--- src/rtl/assert_macros.svh ---
// assertion macros shared by the keyboard scancode decoder rtl
`ifndef ASSERT_MACROS_SVH
`define ASSERT_MACROS_SVH

`ifndef SYNTHESIS

// property must hold at every clock edge outside reset
`define KSD_ASSERT(lbl, clk, rstn, prop) \
  lbl: assert property (@(posedge clk) disable iff (!rstn) prop) \
    else $error("ksd assertion failed");

// expression must never be true outside reset
`define KSD_NEVER(lbl, clk, rstn, expr) \
  lbl: assert property (@(posedge clk) disable iff (!rstn) !(expr)) \
    else $error("ksd forbidden condition");

`else

`define KSD_ASSERT(lbl, clk, rstn, prop)
`define KSD_NEVER(lbl, clk, rstn, expr)

`endif

`endif

--- src/rtl/ksd_pkg.sv ---
// types, codes and scancode tables for the keyboard scancode decoder
package ksd_pkg;

  typedef struct packed {
    logic [7:0] scan_byte;
    logic       from_aux;
  } in_t;

  typedef struct packed {
    logic       pressed;
    logic [5:0] key_number;
    logic [5:0] modifier_bits;
  } out_t;

  typedef struct packed {
    logic [1:0] skip_left;
    logic       extended_pending;
    logic       release_pending;
    logic [5:0] modifiers_held;
  } state_t;

  typedef struct packed {
    logic emit;
    out_t res;
  } dec_t;

  // prefix bytes
  localparam logic [7:0] BYTE_PAUSE    = 8'hE1;
  localparam logic [7:0] BYTE_EXTENDED = 8'hE0;
  localparam logic [7:0] BYTE_RELEASE  = 8'hF0;

  // bytes swallowed after the pause prefix
  localparam logic [1:0] SKIP_PAUSE = 2'd2;

  // key numbers with modifier meaning
  localparam logic [5:0] KEY_LSHIFT  = 6'd26;
  localparam logic [5:0] KEY_RSHIFT  = 6'd27;
  localparam logic [5:0] KEY_CONTROL = 6'd28;
  localparam logic [5:0] KEY_ALT     = 6'd29;
  localparam logic [5:0] KEY_LAST    = 6'd50;

  // modifier bit masks
  localparam logic [5:0] MASK_LSHIFT = 6'b000001;
  localparam logic [5:0] MASK_RSHIFT = 6'b000010;
  localparam logic [5:0] MASK_LCTL   = 6'b000100;
  localparam logic [5:0] MASK_RCTL   = 6'b001000;
  localparam logic [5:0] MASK_LMETA  = 6'b010000;
  localparam logic [5:0] MASK_RMETA  = 6'b100000;

  // table entries hold key number plus one, zero for no key
  function automatic logic [5:0] normal_lookup(input logic [6:0] code);
    logic [5:0] entry;
    unique case (code)
      7'h1E: entry = 6'd1;
      7'h30: entry = 6'd2;
      7'h2E: entry = 6'd3;
      7'h20: entry = 6'd4;
      7'h12: entry = 6'd5;
      7'h21: entry = 6'd6;
      7'h22: entry = 6'd7;
      7'h23: entry = 6'd8;
      7'h17: entry = 6'd9;
      7'h24: entry = 6'd10;
      7'h25: entry = 6'd11;
      7'h26: entry = 6'd12;
      7'h32: entry = 6'd13;
      7'h31: entry = 6'd14;
      7'h18: entry = 6'd15;
      7'h19: entry = 6'd16;
      7'h10: entry = 6'd17;
      7'h13: entry = 6'd18;
      7'h1F: entry = 6'd19;
      7'h14: entry = 6'd20;
      7'h16: entry = 6'd21;
      7'h2F: entry = 6'd22;
      7'h11: entry = 6'd23;
      7'h2D: entry = 6'd24;
      7'h15: entry = 6'd25;
      7'h2C: entry = 6'd26;
      7'h2A: entry = 6'd27;
      7'h36: entry = 6'd28;
      7'h1D: entry = 6'd29;
      7'h38: entry = 6'd30;
      7'h1C: entry = 6'd35;
      7'h39: entry = 6'd36;
      7'h0E: entry = 6'd37;
      7'h0F: entry = 6'd38;
      7'h01: entry = 6'd39;
      7'h3B: entry = 6'd40;
      7'h3C: entry = 6'd41;
      7'h3D: entry = 6'd42;
      7'h3E: entry = 6'd43;
      7'h3F: entry = 6'd44;
      7'h40: entry = 6'd45;
      7'h41: entry = 6'd46;
      7'h42: entry = 6'd47;
      7'h43: entry = 6'd48;
      7'h44: entry = 6'd49;
      7'h57: entry = 6'd50;
      7'h58: entry = 6'd51;
      default: entry = 6'd0;
    endcase
    return entry;
  endfunction

  function automatic logic [5:0] extended_lookup(input logic [6:0] code);
    logic [5:0] entry;
    unique case (code)
      7'h48: entry = 6'd31;
      7'h50: entry = 6'd32;
      7'h4B: entry = 6'd33;
      7'h4D: entry = 6'd34;
      7'h1D: entry = 6'd29;
      7'h38: entry = 6'd30;
      default: entry = 6'd0;
    endcase
    return entry;
  endfunction

endpackage

--- src/rtl/keyboard_scancode_decoder.sv ---
// keyboard scancode decoder top level: input register, decode, result register
//
//   channel | ports                          | content
//   --------+--------------------------------+-----------------------------------
//   in      | in_valid in_ready in_data      | scan_byte, from_aux
//   out     | out_valid out_ready out_data   | pressed, key_number, modifier_bits
//
// one byte per cycle sustained while out is not stalled; an accepted byte passes
// the input register, then decode into the result register
// bytes that make no result leave the input register even while out is stalled
// a stalled result holds the pipe only for the byte that would replace it
// rst_n clears prefix flags, skip count, held modifiers and both valid bits
`include "assert_macros.svh"

module keyboard_scancode_decoder (
  input  logic           clk,
  input  logic           rst_n,
  input  logic           in_valid,
  output logic           in_ready,
  input  ksd_pkg::in_t   in_data,
  output logic           out_valid,
  input  logic           out_ready,
  output ksd_pkg::out_t  out_data
);

  logic            s1_valid_r, s1_valid_nxt;
  ksd_pkg::in_t    s1_r;
  ksd_pkg::state_t state_r, state_nxt;
  logic            out_valid_r, out_valid_nxt;
  ksd_pkg::out_t   out_r;
  ksd_pkg::dec_t   dec;
  logic            out_free;
  logic            s1_drain;
  logic            out_load;
  logic            in_fire;

  ksd_decode u_decode (
    .item   (s1_r),
    .st     (state_r),
    .st_nxt (state_nxt),
    .dec    (dec)
  );

  assign out_free = ~out_valid_r | out_ready;
  assign s1_drain = s1_valid_r & (~dec.emit | out_free);
  assign out_load = s1_drain & dec.emit;
  assign in_ready = ~s1_valid_r | s1_drain;
  assign in_fire  = in_valid & in_ready;

  always_comb begin
    s1_valid_nxt = s1_valid_r;
    if (in_fire) begin
      s1_valid_nxt = 1'b1;
    end else if (s1_drain) begin
      s1_valid_nxt = 1'b0;
    end
  end

  always_comb begin
    out_valid_nxt = out_valid_r;
    if (out_load) begin
      out_valid_nxt = 1'b1;
    end else if (out_ready) begin
      out_valid_nxt = 1'b0;
    end
  end

  always_ff @(posedge clk) begin
    if (!rst_n) begin
      s1_valid_r  <= 1'b0;
      out_valid_r <= 1'b0;
      state_r     <= '0;
    end else begin
      s1_valid_r  <= s1_valid_nxt;
      out_valid_r <= out_valid_nxt;
      if (s1_drain) begin
        state_r <= state_nxt;
      end
    end
  end

  always_ff @(posedge clk) begin
    if (in_fire) begin
      s1_r <= in_data;
    end
    if (out_load) begin
      out_r <= dec.res;
    end
  end

  assign out_valid = out_valid_r;
  assign out_data  = out_r;

  `KSD_NEVER(a_skip_range, clk, rst_n, state_r.skip_left == 2'd3)
  `KSD_ASSERT(a_key_range, clk, rst_n, out_valid_r |-> out_r.key_number <= ksd_pkg::KEY_LAST)
  `KSD_ASSERT(a_mods_track, clk, rst_n, out_load |=> out_r.modifier_bits == state_r.modifiers_held)
  `KSD_ASSERT(a_stall_cause, clk, rst_n, !in_ready |-> (s1_valid_r && out_valid_r && !out_ready))

endmodule

--- src/rtl/ksd_decode.sv ---
// combinational byte decode: prefix handling, key lookup, modifier update
module ksd_decode (
  input  ksd_pkg::in_t    item,
  input  ksd_pkg::state_t st,
  output ksd_pkg::state_t st_nxt,
  output ksd_pkg::dec_t   dec
);

  logic [6:0] code;
  logic [5:0] entry;
  logic [5:0] key;
  logic [5:0] mask;
  logic       release_bit;

  assign code        = item.scan_byte[6:0];
  assign entry       = st.extended_pending ? ksd_pkg::extended_lookup(code)
                                           : ksd_pkg::normal_lookup(code);
  assign key         = entry - 6'd1;
  assign release_bit = item.scan_byte[7] | st.release_pending;

  // right-hand ctrl and alt come with the extended prefix
  always_comb begin
    unique case (key)
      ksd_pkg::KEY_LSHIFT:  mask = ksd_pkg::MASK_LSHIFT;
      ksd_pkg::KEY_RSHIFT:  mask = ksd_pkg::MASK_RSHIFT;
      ksd_pkg::KEY_CONTROL: mask = st.extended_pending ? ksd_pkg::MASK_RCTL
                                                       : ksd_pkg::MASK_LCTL;
      ksd_pkg::KEY_ALT:     mask = st.extended_pending ? ksd_pkg::MASK_RMETA
                                                       : ksd_pkg::MASK_LMETA;
      default:              mask = 6'd0;
    endcase
  end

  always_comb begin
    st_nxt = st;
    dec    = '0;
    if (!item.from_aux) begin
      if (st.skip_left != 2'd0) begin
        st_nxt.skip_left = st.skip_left - 2'd1;
      end else if (item.scan_byte == ksd_pkg::BYTE_PAUSE) begin
        st_nxt.skip_left = ksd_pkg::SKIP_PAUSE;
      end else if (item.scan_byte == ksd_pkg::BYTE_EXTENDED) begin
        st_nxt.extended_pending = 1'b1;
      end else if (item.scan_byte == ksd_pkg::BYTE_RELEASE) begin
        st_nxt.release_pending = 1'b1;
      end else begin
        st_nxt.extended_pending = 1'b0;
        st_nxt.release_pending  = 1'b0;
        if (entry != 6'd0) begin
          if (release_bit) begin
            st_nxt.modifiers_held = st.modifiers_held & ~mask;
          end else begin
            st_nxt.modifiers_held = st.modifiers_held | mask;
          end
          dec.emit              = 1'b1;
          dec.res.pressed       = ~release_bit;
          dec.res.key_number    = key;
          dec.res.modifier_bits = st_nxt.modifiers_held;
        end
      end
    end
  end

endmodule

--- config.mk ---
export PLATFORM = sky130hd
export DESIGN_NAME = keyboard_scancode_decoder
export DESIGN_NICKNAME = d
export VERILOG_FILES = /design/src/rtl/ksd_pkg.sv /design/src/rtl/keyboard_scancode_decoder.sv /design/src/rtl/ksd_decode.sv
export VERILOG_INCLUDE_DIRS = /design/src /design/src/rtl
export SDC_FILE = /design/constraint.sdc
export NUM_CORES = 1
export LEC_CHECK = 0
export ABC_AREA = 1
export BUFFER_PORTS_ARGS = -buffer_cell sky130_fd_sc_hd__buf_4
export CAP_MARGIN = 25
export CORE_ASPECT_RATIO = 0.7
export CORE_MARGIN = 5
export CORE_UTILIZATION = 64
export CTS_CLUSTER_SIZE = 25
export DETAILED_ROUTE_END_ITERATION = 16
export PLACE_DENSITY = 0.91
export SLEW_MARGIN = 20
export SYNTH_ARGS = -nofsm -noshare
export SYNTH_HDL_FRONTEND = slang
export SYNTH_SLANG_ARGS = --single-unit
--- constraint.sdc ---
create_clock -name clk -period 5.5 [get_ports clk]
set_input_delay 1.375 -clock clk [delete_from_list [all_inputs] [get_ports clk]]
set_output_delay 1.375 -clock clk [all_outputs]
set_load 0.01 [all_outputs]
== Word-level counts from Yosys, hierarchy flattened ==
Memory sizes are Yosys's and may differ from the RTL's. A register that Yosys moved wholly into a read port is not among the register bits.
Index checks and enable logic that the tools add are counted.
Operators by class
  $add $sub $neg: 2
  eq/ne operators: 14
  multiplexer cells: 22
  bitwise logic cells: 20
  reduce and logical (&&, ||, !) cells: 10
Operators by type and width (number)
  2-to-1 mux 14 bit: 6
  case mux 6 bit (6 select lines): 1
  == test 7 bit, second input constant: 4
  == test 6 x 5 -> 1 bit, second input constant: 4
  == test 8 bit, second input constant: 3
  case mux 6 bit (4 select lines): 1
  2-to-1 mux 6 bit: 3
  inverter 1 bit: 10
  AND reduction 5 bit: 2
  nonzero test 2 bit: 4
  == test 7 x 5 -> 1 bit, second input constant: 1
  == test 7 x 6 -> 1 bit, second input constant: 1
  2-to-1 mux 1 bit: 7
  2-to-1 mux 7 bit: 1
  AND reduction 7 bit: 1
  AND 6 bit: 1
  inverter 6 bit: 1
  OR 6 bit: 1
  nonzero test 6 bit: 1
  OR reduction 6 bit: 1
  subtractor 6 x 1 -> 6 bit, second input constant: 1
  2-to-1 mux 2 bit: 2
  2-to-1 mux 4 bit: 1
  OR 1 bit: 4
  other kinds (4): 6
Storage, ports and cells
  register bits after elaboration: 34
  ROM bits: 768
  input port bits: 13
  output and inout bits: 15
  logic and storage cells: 80
  memories: 1
Memories
  (name not given): words 128, width 6, rd ports 1, clocked after memory_dff 1, wr ports 0, RTL line ksd_pkg.sv:53  | unique case (code)

== Longest topological paths before layout ==
  depth in word-level cells: 21
  depth in mapped cells: 28
  mapped depth without buffers: 27

== Hierarchy ==
From an unflattened synthesis, not the netlist that was laid out.
Unflattened totals
  cells, all modules: 434
  area total of the unflattened synthesis: 2786.4 µm²
By module, submodules not included
  ksd_decode: instances 1, cells each 332, area each 1566.5 µm², seq. area each 0.0 µm²
  keyboard_scancode_decoder: instances 1, cells each 102, area each 1219.9 µm², seq. area each 900.9 µm²

== Least setup slack after synthesis ==
No wires, ideal clock.
  path kind: flip-flop to flip-flop
  start: register s1_r[5] (netlist bit)
  end: register with a tool-made name
  library setup time: 114 ps
  data arrival time: 3125 ps
  data required time: 5386 ps
  slack: 2262 ps
  stages on the path, launching flop included: 26
  buffers on the path: 1
  clock period less this slack: 3238 ps
  cell sequence: edfxtp_1 > nor3_2 > nand2_1 > nand3_1 > nand2_1 > o21ai_0 > inv_1 > ha_1 > nand3_2 > nor2_4 > nand2_2 > nand4_4 > nand2_4 > buf_8 > nand2_1 > nand2_2 > inv_2 > ha_1 > nand2_1 > nand2_1 > nand2_1 > nand2_1 > a21oi_1 > nand2_1 > nand2_1 > nand2_1
RTL lines
  start, declared: RTL line keyboard_scancode_decoder.sv:27  | ksd_pkg::in_t s1_r;
  start signal, assigned: RTL line keyboard_scancode_decoder.sv:84  | s1_r <= in_data;

== Worst setup path after layout ==
  start: register s1_r[5] (netlist bit)
  end: output port in_ready
On the way
  longest elaborated chain between the ends: 14
  elaborated cells on any way between the ends: 22
  those cells by class: eq/ne: 9; mux: 8; bitwise: 4; reduce/logical: 1
Ends and longest elaborated chain
  == test 7 x 6 -> 1 bit, or another cell as far along: RTL line ksd_pkg.sv:108  | unique case (code)
  case mux 6 bit (6 select lines): RTL line ksd_pkg.sv:108
  2-to-1 mux 6 bit: RTL line ksd_decode.sv:16  | assign entry = st.extended_pending ? ksd_pkg::extended_lookup(code)
  nonzero test 6 bit: RTL line ksd_decode.sv:49  | if (entry != 6'd0) begin
  2-to-1 mux 14 bit: RTL line ksd_decode.sv:49
  2-to-1 mux 14 bit: RTL line ksd_decode.sv:44  | end else if (item.scan_byte == ksd_pkg::BYTE_RELEASE) begin
  2-to-1 mux 14 bit: RTL line ksd_decode.sv:42  | end else if (item.scan_byte == ksd_pkg::BYTE_EXTENDED) begin
  2-to-1 mux 14 bit *: RTL line ksd_decode.sv:40  | end else if (item.scan_byte == ksd_pkg::BYTE_PAUSE) begin
  2-to-1 mux 14 bit *: RTL line ksd_decode.sv:38  | if (st.skip_left != 2'd0) begin
  2-to-1 mux 14 bit *: RTL line ksd_decode.sv:37  | if (!item.from_aux) begin
  inverter 1 bit *: RTL line keyboard_scancode_decoder.sv:45  | assign s1_drain = s1_valid_r & (~dec.emit | out_free);
  OR 1 bit *: RTL line keyboard_scancode_decoder.sv:45
  AND 1 bit *: RTL line keyboard_scancode_decoder.sv:45
  OR 1 bit *: RTL line keyboard_scancode_decoder.sv:47  | assign in_ready = ~s1_valid_r | s1_drain;
  end, declared: RTL line keyboard_scancode_decoder.sv:19  | output logic in_ready,
Every way passes the cells marked *; elsewhere a longest branch is shown, timed or not.

==> flow_metrics.py <==
metrics = {
    "global_routing": {
        "grt_usage_pct": 23.2,
        "grt_use_met1_pct": 33.4,
        "grt_pass1_vias": 2472,
        "grt_pass1_wl_um": 11300,
        "grt_start_max_net_pins": 24,
        "busiest_layer": "met2",
        "grtUsageMet3_pct": 4.32,
        "antenna_found_initial": 0,
        "grt_overflow": 0,
        "gr-usage-met2_pct": 36.2,
    },
    "drt": {
        "vias_per_cell": 5.73,
        "num_vias": 2789,
        "drtAntennaViolNets": 0,
        "wl_per_cell_um": 13.6,
        "wl_um": 6640,
        "dr.first_iter.drc_count": 270,
        "drt_pre_antenna_iters": 5,
        "drc": 0,
    },
    "logic_synthesis": {
        "ys_seq_elements": 40,
        "ys_seq_area_share_pct": 35.6,
        "syn-instance-count": 406,
        "synthesis.area_sq_mm": 0.00286,
        "synth_cell_types": 36,
        "avgSynthCellArea_sq_um": 7.05,
        "synth_nets": 434,
        "yosys_warnings": 0,
    },
    "finish": {
        "drive_gt1_share_pct": 15.3,
        "final_area_sq_mm": 0.00318,
        "area_growth_pct": 10.9,
        "fin_nets": 459,
        "n_antenna_cell": 0,
        "layout.cells.non_filler": 487,
        "fill_cells": 336,
    },
    "clock_network": {
        "cts_setup_buffers": 0,
        "htree_levels": 2,
        "cts_root_buf": "clkbuf_8",
        "cts_tree": "built",
        "cts_hold_buf": 0,
        "cts_sinks": 40,
        "cts_buffers": 5,
        "clock_latency_ns": 0.30,
        "clkTransAtPathRegs_ns": 0.09,
        "cts_buffer_depth": 2,
        "cts_resized": 0,
    },
    "status": {
        "outcome": "finished, final reports clean",
    },
    "min_path": {
        "whs_path_depth": 2,
        "hold_start": "state_r[6]$_SDFFE_PN0P_",
        "holdPathEnd": "state_r[6]$_SDFFE_PN0P_",
        "hp-class": "reg2reg",
    },
    "timing": {
        "final.setup_skew_ns": 0.0139,
        "hold_violations": 0,
        "slew_headroom_pct": 49.8,
        "fin_tns_setup_ns": 0,
        "fmax_mhz": 252,
        "setup_viol": 0,
        "slew_violations": 0,
        "period_share_pct": 72.1,
        "worst_pin_slew_ns": 0.753,
        "fin_crit_ns": 3.96,
        "rsz0062_at_grt": "false",
    },
    "setup_path": {
        "slowest_stage": "edfxtp_1",
        "cpPeakStageDelay_ns": 0.47,
        "critPathMaxFanout": 10,
        "crit_required_ns": 4.12,
        "criticalPathCategory": "reg2out",
        "r2r_start": "state_r[7]$_SDFFE_PN0P_",
        "r2r-end": "state_r[5]$_SDFFE_PN0P_",
        "reg2regPathDepth": 18,
        "cp_top_family": "simple AND/OR/NAND/NOR gates",
        "crit_top_cell": "nand2_1",
        "path_cells": "nor3_2, nand2_1, nand3_1, nand2_1, o21ai_0, inv_1, ha_1, nand3_2, nor2_4, nand2_2, nand4_4, buf_4",
        "reg2reg_slack_ns": 1.61,
        "startpoint_type": "flop",
        "crit_arrival_ns": 2.59,
        "path_buf_inv": 2,
        "endpoint_kind": "output pin",
    },
    "floorplan": {
        "die_w_um": 90.0,
        "initial_core_util_pct": 66.2,
        "ios": 28,
        "dieArea_sq_mm": 0.00593,
        "die_y_um": 66.0,
        "rows": 20,
        "coreArea_sq_mm": 0.00433,
    },
    "placed_design": {
        "gp_congestion": 0.953,
        "place_hpwl_um": 4910,
        "io_buffers": 27,
        "placedInstanceArea_sq_mm": 0.00307,
        "place_inst": 479,
    },
    "pwr": {
        "ir_drop_mv": 0.227,
        "cellPowerDensity_mw_per_mm2": 252,
        "p_total_mw": 0.801,
        "p_leak_nw": 1.57,
    },
    "run": {
        "drv_cap": 0,
    },
}
cells in the mapped netlist (all sizes together):
cell,count,area share (%)
o31ai,1,0.26
nor3,7,1.4
clkbuf,1,0.13
inv,52,6.9
clkinv,1,0.13
a21boi,1,0.39
xnor2,1,0.31
nor2,45,6.2
nand3,43,7.9
dfxtp,18,13
nand4,7,2.1
o21ai,16,3.5
o21a,5,1.3
o211ai,4,1.0
edfxtp,22,23
a21oi,15,2.6
xor2,3,0.92
nand2,138,20
nand3b,3,0.79
buf,8,2.2
ha,15,6.6
per-stage QoR:
step                      hold WS, ns  setup WS (ns)  utilization, %
final                           0.482           1.54            73.4
after global placement          0.451           1.98            70.9
after CTS                       0.482           1.57            73.4
after floorplan                 0.439           2.26               -
after detailed placement        0.467           1.78            70.9
after global routing            0.523           1.29            73.4
worst min-delay path: stages, from the launching register on:
cell	delay [ns]
dfxtp_1	0.33
inv_1	0.05
a21oi_1	0.05
worst max path at each step:
stage	startpoint	endpoint	slack, ns	depth (start not counted)
6_report	s1_r[5]$_DFFE_PP_	in_ready	1.54	12
5_1_grt	state_r[7]$_SDFFE_PN0P_	state_r[4]$_SDFFE_PN0P_	1.29	18
4_1_cts	s1_r[5]$_DFFE_PP_	in_ready	1.57	12
3_5_place_dp	state_r[7]$_SDFFE_PN0P_	state_r[5]$_SDFFE_PN0P_	1.78	18
3_3_place_gp	state_r[7]$_SDFFE_PN0P_	out_data[10]$_SDFFCE_PP0P_	1.98	15
2_1_floorplan	s1_r[5]$_DFFE_PP_	flop	2.26	25
logic make-up (layout without fill, tap and decap cells):
| group | Yosys count | count (layout) | share of synthesized area, % |
|---|---|---|---|
| xor gates and xnor gates | 4 | 4 | 1.22 |
| AOI/OAI and AO/OA | 42 | 42 | 9.09 |
| buffers and inverters | 62 | 88 | 9.39 |
| DFF | 40 | 40 | 35.6 |
| adders and majority gates | 15 | 15 | 6.55 |
| and+or+nand+nor | 243 | 243 | 38.1 |
routing by layer:
layer  wire, um  vias up  share of wire [%]
met2       2870      134                 43
met1       3080     1276                 46
met3        594       17                9.0
met4         86        0                1.3
li1           -     1362                  -
met5          0        -                  0
cell usage in the layout (no fill, tap or decap), drive strengths merged, types with 7 or more instances in the layout:
| cell | count |
|---|---|
| a21oi | 15 |
| buf | 27 |
| dfxtp | 18 |
| edfxtp | 22 |
| ha | 15 |
| inv | 54 |
| nand2 | 138 |
| nand3 | 43 |
| nand4 | 7 |
| nor2 | 45 |
| nor3 | 7 |
| o21ai | 16 |
report_power, final:
group | internal [mW] | total, mW | switching [mW]
sequential | 0.339 | 0.349 | 0.0107
clock | 0.119 | 0.229 | 0.110
combinational | 0.0732 | 0.223 | 0.150
cell type report:
class | count | area [sq um] | share of cell area (%)
well taps | 55 | 68.8 | 2.17
repair buffers | 27 | 203 | 6.38
multi-input cells | 304 | 1570 | 49.5
clock buffers | 6 | 93.8 | 2.95
clock inverters | 2 | 15.0 | 0.473
flip-flops and latches | 40 | 1020 | 32.1
inverters | 53 | 201 | 6.34
No activity file was read; power rests on OpenSTA's default activity.
